**src/phs_pkg.sv**
```systemverilog
package phs_pkg;

  localparam int SAMPLE_W = 16;
  localparam int LEVEL_W  = 17;
  localparam int BAND_W   = 15;
  localparam int VALUE_W  = 32;
  localparam int DIFF_W   = VALUE_W + 1;
  localparam int FRAC_W   = 17;
  localparam int MOP_W    = 33;
  localparam int PROD_W   = 64;
  localparam int CFG_IDX_W = 2;

  localparam logic [FRAC_W-1:0] FRAC_ONE = 17'd65536;
  localparam logic signed [LEVEL_W:0] FRAC_HALF = 18'sd32768;

  localparam logic [VALUE_W-1:0] OUT_MIN_RESET = 32'd0;
  localparam logic [VALUE_W-1:0] OUT_MAX_RESET = 32'd65536;
  localparam logic [BAND_W-1:0]  BAND_RESET    = 15'd512;

  // configuration register indexes
  localparam logic [CFG_IDX_W-1:0] REG_LOG_MODE = 2'd0;
  localparam logic [CFG_IDX_W-1:0] REG_OUT_MIN  = 2'd1;
  localparam logic [CFG_IDX_W-1:0] REG_OUT_MAX  = 2'd2;
  localparam logic [CFG_IDX_W-1:0] REG_BAND     = 2'd3;

  typedef enum logic [2:0] {
    ST_IDLE,
    ST_TRACK,
    ST_FRAC,
    ST_QUAD,
    ST_ROUND,
    ST_MAP,
    ST_DONE
  } state_t;

  typedef struct packed {
    logic load;
    logic track;
    logic frac;
    logic quad;
    logic round;
    logic map;
    logic emit;
  } cmd_t;

  typedef struct packed {
    logic hit;
    logic log_small;
    logic out_free;
  } status_t;

endpackage

```
**src/phs_if.sv**
```systemverilog
interface phs_sample_if;
  logic valid;
  logic ready;
  logic signed [phs_pkg::SAMPLE_W-1:0] raw_sample;
  modport source (output valid, output raw_sample, input ready);
  modport sink (input valid, input raw_sample, output ready);
endinterface

interface phs_result_if;
  logic valid;
  logic ready;
  logic signed [phs_pkg::VALUE_W-1:0] scaled_value;
  modport source (output valid, output scaled_value, input ready);
  modport sink (input valid, input scaled_value, output ready);
endinterface

```
**src/phs_ctrl.sv**
```systemverilog
module phs_ctrl (
  input  logic              clk,
  input  logic              rst,
  input  logic              in_valid,
  output logic              in_ready,
  input  phs_pkg::status_t  sts,
  output phs_pkg::cmd_t     cmd
);

  phs_pkg::state_t state, state_next;

  always_ff @(posedge clk) begin
    if (rst) begin
      state <= phs_pkg::ST_IDLE;
    end else begin
      state <= state_next;
    end
  end

  always_comb begin
    state_next = state;
    case (state)
      phs_pkg::ST_IDLE:  if (in_valid) state_next = phs_pkg::ST_TRACK;
      phs_pkg::ST_TRACK: state_next = sts.hit ? phs_pkg::ST_FRAC : phs_pkg::ST_IDLE;
      phs_pkg::ST_FRAC:  state_next = sts.log_small ? phs_pkg::ST_QUAD : phs_pkg::ST_MAP;
      phs_pkg::ST_QUAD:  state_next = phs_pkg::ST_ROUND;
      phs_pkg::ST_ROUND: state_next = phs_pkg::ST_MAP;
      phs_pkg::ST_MAP:   state_next = phs_pkg::ST_DONE;
      phs_pkg::ST_DONE:  if (sts.out_free) state_next = phs_pkg::ST_IDLE;
      default:           state_next = phs_pkg::ST_IDLE;
    endcase
  end

  always_comb begin
    cmd      = '0;
    in_ready = 1'b0;
    case (state)
      phs_pkg::ST_IDLE: begin
        in_ready = 1'b1;
        cmd.load = in_valid;
      end
      phs_pkg::ST_TRACK: cmd.track = 1'b1;
      phs_pkg::ST_FRAC:  cmd.frac  = 1'b1;
      phs_pkg::ST_QUAD:  cmd.quad  = 1'b1;
      phs_pkg::ST_ROUND: cmd.round = 1'b1;
      phs_pkg::ST_MAP:   cmd.map   = 1'b1;
      phs_pkg::ST_DONE:  cmd.emit  = sts.out_free;
      default: begin
        cmd      = '0;
        in_ready = 1'b0;
      end
    endcase
  end

`ifndef SYNTH
  a_accept_starts: assert property (@(posedge clk) disable iff (rst)
    (in_valid && in_ready) |=> state == phs_pkg::ST_TRACK)
    else $error("accepted beat did not start tracking");

  a_no_hit_idle: assert property (@(posedge clk) disable iff (rst)
    (state == phs_pkg::ST_TRACK && !sts.hit) |=> state == phs_pkg::ST_IDLE)
    else $error("no level move but work continued");

  a_stall_holds: assert property (@(posedge clk) disable iff (rst)
    (state == phs_pkg::ST_DONE && !sts.out_free) |=> state == phs_pkg::ST_DONE)
    else $error("result dropped while output register full");

  a_ready_only_idle: assert property (@(posedge clk) disable iff (rst)
    in_ready |-> (state == phs_pkg::ST_IDLE && !cmd.emit))
    else $error("input ready outside idle");
`endif

endmodule

```
**src/phs_dp.sv**
```systemverilog
module phs_dp (
  input  logic                                   clk,
  input  logic                                   rst,
  input  phs_pkg::cmd_t                          cmd,
  output phs_pkg::status_t                       sts,
  input  logic signed [phs_pkg::SAMPLE_W-1:0]    raw_sample,
  input  logic                                   cfg_we,
  input  logic [phs_pkg::CFG_IDX_W-1:0]          cfg_index,
  input  logic [phs_pkg::VALUE_W-1:0]            cfg_data,
  output logic                                   out_valid,
  input  logic                                   out_ready,
  output logic signed [phs_pkg::VALUE_W-1:0]     scaled_value
);

  localparam int LW = phs_pkg::LEVEL_W;
  localparam int SUM_W = phs_pkg::PROD_W - 16 + 1;

  // configuration
  logic                                 log_mode;
  logic signed [phs_pkg::VALUE_W-1:0]   out_min;
  logic signed [phs_pkg::VALUE_W-1:0]   out_max;
  logic [phs_pkg::BAND_W-1:0]           band;
  logic signed [phs_pkg::DIFF_W-1:0]    diff;

  always_ff @(posedge clk) begin
    if (rst) begin
      log_mode <= 1'b0;
      out_min  <= phs_pkg::OUT_MIN_RESET;
      out_max  <= phs_pkg::OUT_MAX_RESET;
      band     <= phs_pkg::BAND_RESET;
    end else if (cfg_we) begin
      case (cfg_index)
        phs_pkg::REG_LOG_MODE: log_mode <= cfg_data[0];
        phs_pkg::REG_OUT_MIN:  out_min  <= cfg_data;
        phs_pkg::REG_OUT_MAX:  out_max  <= cfg_data;
        phs_pkg::REG_BAND:     band     <= cfg_data[phs_pkg::BAND_W-1:0];
        default: ;
      endcase
    end
  end

  // range width, only read long after any config write
  always_ff @(posedge clk) begin
    diff <= {out_max[phs_pkg::VALUE_W-1], out_max} - {out_min[phs_pkg::VALUE_W-1], out_min};
  end

  // tracking
  logic signed [phs_pkg::SAMPLE_W-1:0] raw_reg;
  logic signed [LW-1:0]                level;
  logic signed [LW:0]                  raw_x, band_x, hi_lim, lo_lim, level_new;
  logic                                up, dn;

  assign raw_x  = LW'(raw_reg) + 18'sd0;
  assign band_x = {3'b000, band};
  assign hi_lim = {level[LW-1], level} + band_x;
  assign lo_lim = {level[LW-1], level} - band_x;
  assign up     = raw_x > hi_lim;
  assign dn     = raw_x < lo_lim;

  always_comb begin
    if (up) begin
      level_new = raw_x - band_x;
    end else if (dn) begin
      level_new = raw_x + band_x;
    end else begin
      level_new = {level[LW-1], level};
    end
  end

  always_ff @(posedge clk) begin
    if (cmd.load) begin
      raw_reg <= raw_sample;
    end
  end

  always_ff @(posedge clk) begin
    if (rst) begin
      level <= '0;
    end else if (cmd.track) begin
      level <= level_new[LW-1:0];
    end
  end

  // fraction
  logic signed [LW:0]             f;
  logic [LW-1:0]                  abs_f;
  logic [phs_pkg::FRAC_W-1:0]     p_lin;
  logic [phs_pkg::FRAC_W-1:0]     p;

  assign f     = {level[LW-1], level} + phs_pkg::FRAC_HALF;
  assign abs_f = f[LW] ? LW'(-f) : f[LW-1:0];

  always_comb begin
    if (f[LW]) begin
      p_lin = '0;
    end else if (f[LW-1:0] > phs_pkg::FRAC_ONE) begin
      p_lin = phs_pkg::FRAC_ONE;
    end else begin
      p_lin = f[LW-1:0];
    end
  end

  // shared multiplier
  logic [phs_pkg::PROD_W-1:0]           mreg;
  logic signed [phs_pkg::MOP_W-1:0]     op_a, op_b;
  logic signed [2*phs_pkg::MOP_W-1:0]   prod;
  logic [phs_pkg::PROD_W:0]             rnd;

  always_comb begin
    if (cmd.quad) begin
      op_a = {1'b0, mreg[31:0]};
      op_b = {1'b0, mreg[31:0]};
    end else if (cmd.map) begin
      op_a = {16'd0, p};
      op_b = diff;
    end else begin
      op_a = {17'd0, abs_f[15:0]};
      op_b = {17'd0, abs_f[15:0]};
    end
  end

  assign prod = op_a * op_b;
  assign rnd  = {1'b0, mreg} + (65'd1 << 47);

  always_ff @(posedge clk) begin
    if (cmd.frac || cmd.quad || cmd.map) begin
      mreg <= prod[phs_pkg::PROD_W-1:0];
    end
    if (cmd.frac) begin
      p <= log_mode ? phs_pkg::FRAC_ONE : p_lin;
    end else if (cmd.round) begin
      p <= rnd[phs_pkg::PROD_W:48];
    end
  end

  // q = floor((x + 2^15) / 2^16) = (x >>> 16) + x[15]
  logic signed [SUM_W-1:0] sum;
  logic signed [phs_pkg::VALUE_W-1:0] sat;

  assign sum = {{(SUM_W-phs_pkg::VALUE_W){out_min[phs_pkg::VALUE_W-1]}}, out_min}
             + {mreg[phs_pkg::PROD_W-1], mreg[phs_pkg::PROD_W-1:16]}
             + {{(SUM_W-1){1'b0}}, mreg[15]};

  always_comb begin
    if (sum > SUM_W'(64'sh7FFF_FFFF)) begin
      sat = 32'sh7FFF_FFFF;
    end else if (sum < -SUM_W'(64'sh8000_0000)) begin
      sat = 32'sh8000_0000;
    end else begin
      sat = sum[phs_pkg::VALUE_W-1:0];
    end
  end

  // output register
  always_ff @(posedge clk) begin
    if (rst) begin
      out_valid <= 1'b0;
    end else if (cmd.emit) begin
      out_valid <= 1'b1;
    end else if (out_ready) begin
      out_valid <= 1'b0;
    end
  end

  always_ff @(posedge clk) begin
    if (cmd.emit) begin
      scaled_value <= sat;
    end
  end

  assign sts.hit       = up | dn;
  assign sts.log_small = log_mode & ~abs_f[LW-1];
  assign sts.out_free  = ~out_valid | out_ready;

endmodule

```
**src/pot_hysteresis_scaler.sv**
```systemverilog
// Knob sample hysteresis filter and range scaler.
//
// samples (sink): one signed 16-bit raw_sample per beat. The tracked level
//   moves only when the sample leaves [level - band, level + band], then
//   sits one band behind it. No move, no result.
// results (source): one signed Q16.16 scaled_value per level move,
//   out_min + frac * (out_max - out_min), frac linear or its fourth power.
// cfg: cfg_we / cfg_index / cfg_data, index 0 log_mode, 1 out_min,
//   2 out_max, 3 band. Write only while idle.
// Timing: one beat at a time. Accept, then TRACK, FRAC, MAP, DONE in
//   linear mode (or log with a saturated fraction); with the log power
//   QUAD and ROUND come between FRAC and MAP (QUAD squares again on the
//   shared 33x33 multiplier, ROUND takes it back to Q16). A beat with no
//   move goes from TRACK back to idle, freeing the input. Next input is
//   taken the cycle after DONE.
// Stall: the output register holds a result until taken; a new sample is
//   still accepted and worked on, and waits in DONE only if the previous
//   result is still unread.
// Reset: rst synchronous; level 0, log_mode 0, out_min 0, out_max 1.0,
//   band 512, no pending result.
module pot_hysteresis_scaler (
  input  logic                                clk,
  input  logic                                rst,
  phs_sample_if.sink                          samples,
  phs_result_if.source                        results,
  input  logic                                cfg_we,
  input  logic [phs_pkg::CFG_IDX_W-1:0]       cfg_index,
  input  logic [phs_pkg::VALUE_W-1:0]         cfg_data
);

  phs_pkg::cmd_t    cmd;
  phs_pkg::status_t sts;

  phs_ctrl u_ctrl (
    .clk      (clk),
    .rst      (rst),
    .in_valid (samples.valid),
    .in_ready (samples.ready),
    .sts      (sts),
    .cmd      (cmd)
  );

  phs_dp u_dp (
    .clk          (clk),
    .rst          (rst),
    .cmd          (cmd),
    .sts          (sts),
    .raw_sample   (samples.raw_sample),
    .cfg_we       (cfg_we),
    .cfg_index    (cfg_index),
    .cfg_data     (cfg_data),
    .out_valid    (results.valid),
    .out_ready    (results.ready),
    .scaled_value (results.scaled_value)
  );

endmodule

```
**src/flat_wrapper.sv**
```systemverilog
// flat-port wrapper written by rule: the top's interface ports become plain ports
module pot_hysteresis_scaler_flat 
  (clk, rst, cfg_we, cfg_index, cfg_data, samples_valid, samples_raw_sample, samples_ready, results_valid, results_scaled_value, results_ready);
  phs_sample_if samples_i ();
  phs_result_if results_i ();
  input  logic clk;
  input  logic rst;
  input  logic cfg_we;
  input  logic [phs_pkg::CFG_IDX_W-1:0] cfg_index;
  input  logic [phs_pkg::VALUE_W-1:0] cfg_data;
  input wire logic [$bits(samples_i.valid)-1:0] samples_valid;
  input wire logic [$bits(samples_i.raw_sample)-1:0] samples_raw_sample;
  output wire logic [$bits(samples_i.ready)-1:0] samples_ready;
  output wire logic [$bits(results_i.valid)-1:0] results_valid;
  output wire logic [$bits(results_i.scaled_value)-1:0] results_scaled_value;
  input wire logic [$bits(results_i.ready)-1:0] results_ready;
  assign samples_i.valid = samples_valid;
  assign samples_i.raw_sample = samples_raw_sample;
  assign samples_ready = samples_i.ready;
  assign results_valid = results_i.valid;
  assign results_scaled_value = results_i.scaled_value;
  assign results_i.ready = results_ready;
  pot_hysteresis_scaler u_core (.clk(clk), .rst(rst), .samples(samples_i), .results(results_i), .cfg_we(cfg_we), .cfg_index(cfg_index), .cfg_data(cfg_data));
endmodule
```
**config.mk**
```make
export PLATFORM = sky130hd
export DESIGN_NAME = pot_hysteresis_scaler_flat
export DESIGN_NICKNAME = d
export VERILOG_FILES = /design/src/phs_pkg.sv /design/src/phs_if.sv /design/src/phs_ctrl.sv /design/src/phs_dp.sv /design/src/pot_hysteresis_scaler.sv /design/src/flat_wrapper.sv
export SDC_FILE = /design/constraint.sdc
export NUM_CORES = 2
export LEC_CHECK = 0
export ABC_CLOCK_PERIOD_IN_PS = 23300
export BUFFER_PORTS_ARGS = -buffer_cell sky130_fd_sc_hd__buf_2
export CAP_MARGIN = 30
export CELL_PAD_IN_SITES_DETAIL_PLACEMENT = 0
export CELL_PAD_IN_SITES_GLOBAL_PLACEMENT = 2
export CORE_MARGIN = 2
export CORE_UTILIZATION = 45
export DETAILED_ROUTE_END_ITERATION = 7
export PLACE_DENSITY = 0.95
export SYNTH_ARGS = -nofsm -noshare
export SYNTH_HDL_FRONTEND = slang
export SYNTH_SLANG_ARGS = --single-unit
```
**constraint.sdc**
```tcl
create_clock -name clk -period 23.3 [get_ports clk]
set_clock_uncertainty 0.15 [all_clocks]
set_input_delay 1.165 -clock clk [delete_from_list [all_inputs] [get_ports clk]]
set_output_delay 1.165 -clock clk [all_outputs]
set_load 0.02 [all_outputs]
```
==> results.txt <==
Status: finished, final reports clean
Share of cells above drive strength 1: 4.50%
Half-perimeter wire length after placement: 130000 um
Hold Fails Final Rpt: 0
Crit start category: register
Tcrit/Tclk final: 50.7%
Clk sinks: 263
Starting Density: 45.4%
Synth Instances: 5920
# resized after CTS: 0
Dpl ws: 11.79 ns
Final setup viols: 0
Top cells by count, synth: 1189 x inv_1, 934 x fa_1, 814 x nand2_1
Net Switching: 3.28 mW
# hold bufs at CTS: 0
Initial antenna violation count: 3
Nets: 7307
Max Root-Sink Buffers: 3
Worst setup path end: u_core.u_dp.mreg[59]
Final Critical Period: 11.81 ns
Reg2Reg Depth: 30
Finished Layout Cells: 7385
Internal power: 2.45 mW
Mean Syn Cell Area: 8.64 sq um
Largest cells by area after synthesis: fa_1 37%, ha_1 11%, inv_1 8.7%, edfxtp_1 7.6%, nand2_1 6.0%
DR pass1 iterations: 5
CTS buffer count: 30
Post-synth EDFFs: 129
PortBufs: 88
Placed Cells: 7327
Reg clk slew, reported paths: 0.06 ns
Critical R2R Capture: u_core.u_dp.mreg[59]
CTS tree: done
Ports: 89
Iteration-0 DRC Markers: 3121
Final Slew Violations: 0
Total gr overflow: 0
Setup TNS: 0 ns
Worst EP required: 23.49 ns
Switch share: 57.3%
Routed Antenna Nets: 0
Max FO, Critical Path: 66
Rows: 123
Largest regs: u_core.u_dp.mreg (64), u_core.u_dp.diff (33)
IR drop worst, VDD: 0.000120 V
Total track usage: 28.0%
Slew @ Worst Pin: 1.08 ns
Total die area: 116000 sq um
Die height: 341 um
RSZ-0062 raised after global routing: no
Slowest stage cell, crit path: o21ai_0
Wire per inst: 21.6 um
Slew HR: 27.4%
Routed wire length: 160000 um
CORE AREA: 113000 sq um
Clk_lat worst skew: 0.61 ns
Reg2Reg Setup Slack: 11.49 ns
Top reg by flops: u_core.u_dp.mreg
Number of global-route vias before repair: 41500
Syn Nets: 7367
Worst Setup SP: u_core.u_ctrl.state[1]
Largest register FFs: 64
Pwr/cell area: 106 nW/um^2
Die X: 341 um
Max_cap viols: 0
Max incr delay on CP: 0.85 ns
Top cell by count, worst path: fa_1
Via count: 40000
Largest net degree at the start of global routing: 81
Vias/cell: 5.42
Leakage dissipation: 26.8 nW
Most numerous cell in the Yosys netlist: inv_1
Synth-to-layout area growth: 5.92%
Top_reg_cell synth: dfxtp_1
Flop pwr share: 15.4%
Synth top area share: 36.5%
Post-Synthesis Cell Area: 51200 sq um
Yosys top cell by area: fa_1
Worst setup EP type: register
Comb pwr share: 76.4%
Crit Path Category: register to register
Ys async rst share: 0%
CTS root buffer: clkbuf_16
F_max: 84.7 MHz
Post-synthesis register bit count: 263
Worst path arrival time: 12.00 ns
Total setup buffers inserted after CTS: 0
GP Congestion: 0.939
H-tree level count: 1
First-pass GRT wire length: 250000 um
Synth unique cells: 85
HP Class: register to register
Clk pwr share: 8.2%
Drc violations: 0
Final worst-path setup slack: 11.49 ns
Post-synthesis sequential area ratio: 12.8%
R2r startpoint: u_core.u_ctrl.state[1]
Yosys warns: 0
## cell families (layout without fill, tap and decap cells)
group,after synthesis,in the layout,share of synthesized area (%)
AND/OR/NAND/NOR,1809,1809,15.7
buffers and inverters,1458,1422,10.8
adder cells (fa/ha/maj),1392,1392,47.7
AO/OA/AOI/OAI,782,782,9.32
flip-flops,263,263,12.8
XOR/XNOR,211,211,3.61
multiplexers,5,5,0.0978
other,0,1,0
## cell type report
cell class	count	area (sq um)
fillers	11000	58400
multi-input cells	4199	39200
well taps	1500	1880
inverters	1193	4480
diodes	1	2.50
clock buffers	44	868
clock inverters	12	101
flip-flops and latches	263	6560
repair buffers	173	1150
## power groups by stage
stage	Sequential, mW	Clock [mW]	Combinational, mW
2_1_floorplan	0.745	0	2.91
3_3_place_gp	0.884	0	4.22
3_5_place_dp	0.881	0	4.26
4_1_cts	0.874	0.475	4.33
5_1_grt	0.888	0.492	4.83
6_report	0.885	0.469	4.37
## cells in the final DEF (no fill, tap or decap), drive strengths merged, types with 129 or more instances in the layout
master     n
and2     175
inv     1196
buf      173
xnor2    139
nand2    814
nor2     497
fa       934
ha       458
a21oi    291
o21ai    201
edfxtp   129
dfxtp    134
## per-layer routing
layer  share of wire (%)  track usage, %  routed length (um)
met5              0.0081               0                  13
met4                 2.7            6.66                4350
met3                 8.4            4.99               13400
met2                  45            44.3               71500
met1                  44            40.0               70300
## metrics by stage
| stage | cell area [sq um] | hold WS, ns | util [%] | power [mW] |
|---|---|---|---|---|
| after floorplan | 51200 | 0.286 | - | 3.65 |
| after global routing | 54200 | 0.333 | 48.1 | 6.21 |
| final | 54200 | 0.308 | 48.1 | 5.73 |
| after global placement | 53100 | 0.297 | 47.1 | 5.11 |
| after detailed placement | 53200 | 0.302 | 47.2 | 5.14 |
| after CTS | 54200 | 0.311 | 48.1 | 5.68 |
## critical path, delay by kind of cell, from the launching register on
kind	cells	cell delay, ns
AOI/OAI and AO/OA	11	3.61
adders and majority gates	9	4.38
buffers and inverters	5	0.80
DFF	1	0.48
and+or+nand+nor	5	2.06
## worst min-delay path by stage
stage                                        from                       to  slack [ns]  cells past startpoint
after detailed placement  u_core.u_dp.out_max[29]  u_core.u_dp.out_max[29]        0.30                      2
after global routing      u_core.u_dp.out_max[12]  u_core.u_dp.out_max[12]        0.33                      2
after CTS                 u_core.u_dp.out_max[29]  u_core.u_dp.out_max[29]        0.31                      2
after global placement    u_core.u_dp.out_max[14]  u_core.u_dp.out_max[14]        0.30                      2
after floorplan            u_core.u_dp.out_max[0]   u_core.u_dp.out_max[0]        0.29                      2
final                     u_core.u_dp.out_max[25]  u_core.u_dp.out_max[25]        0.31                      2
No activity file was read; power rests on OpenSTA's default activity.
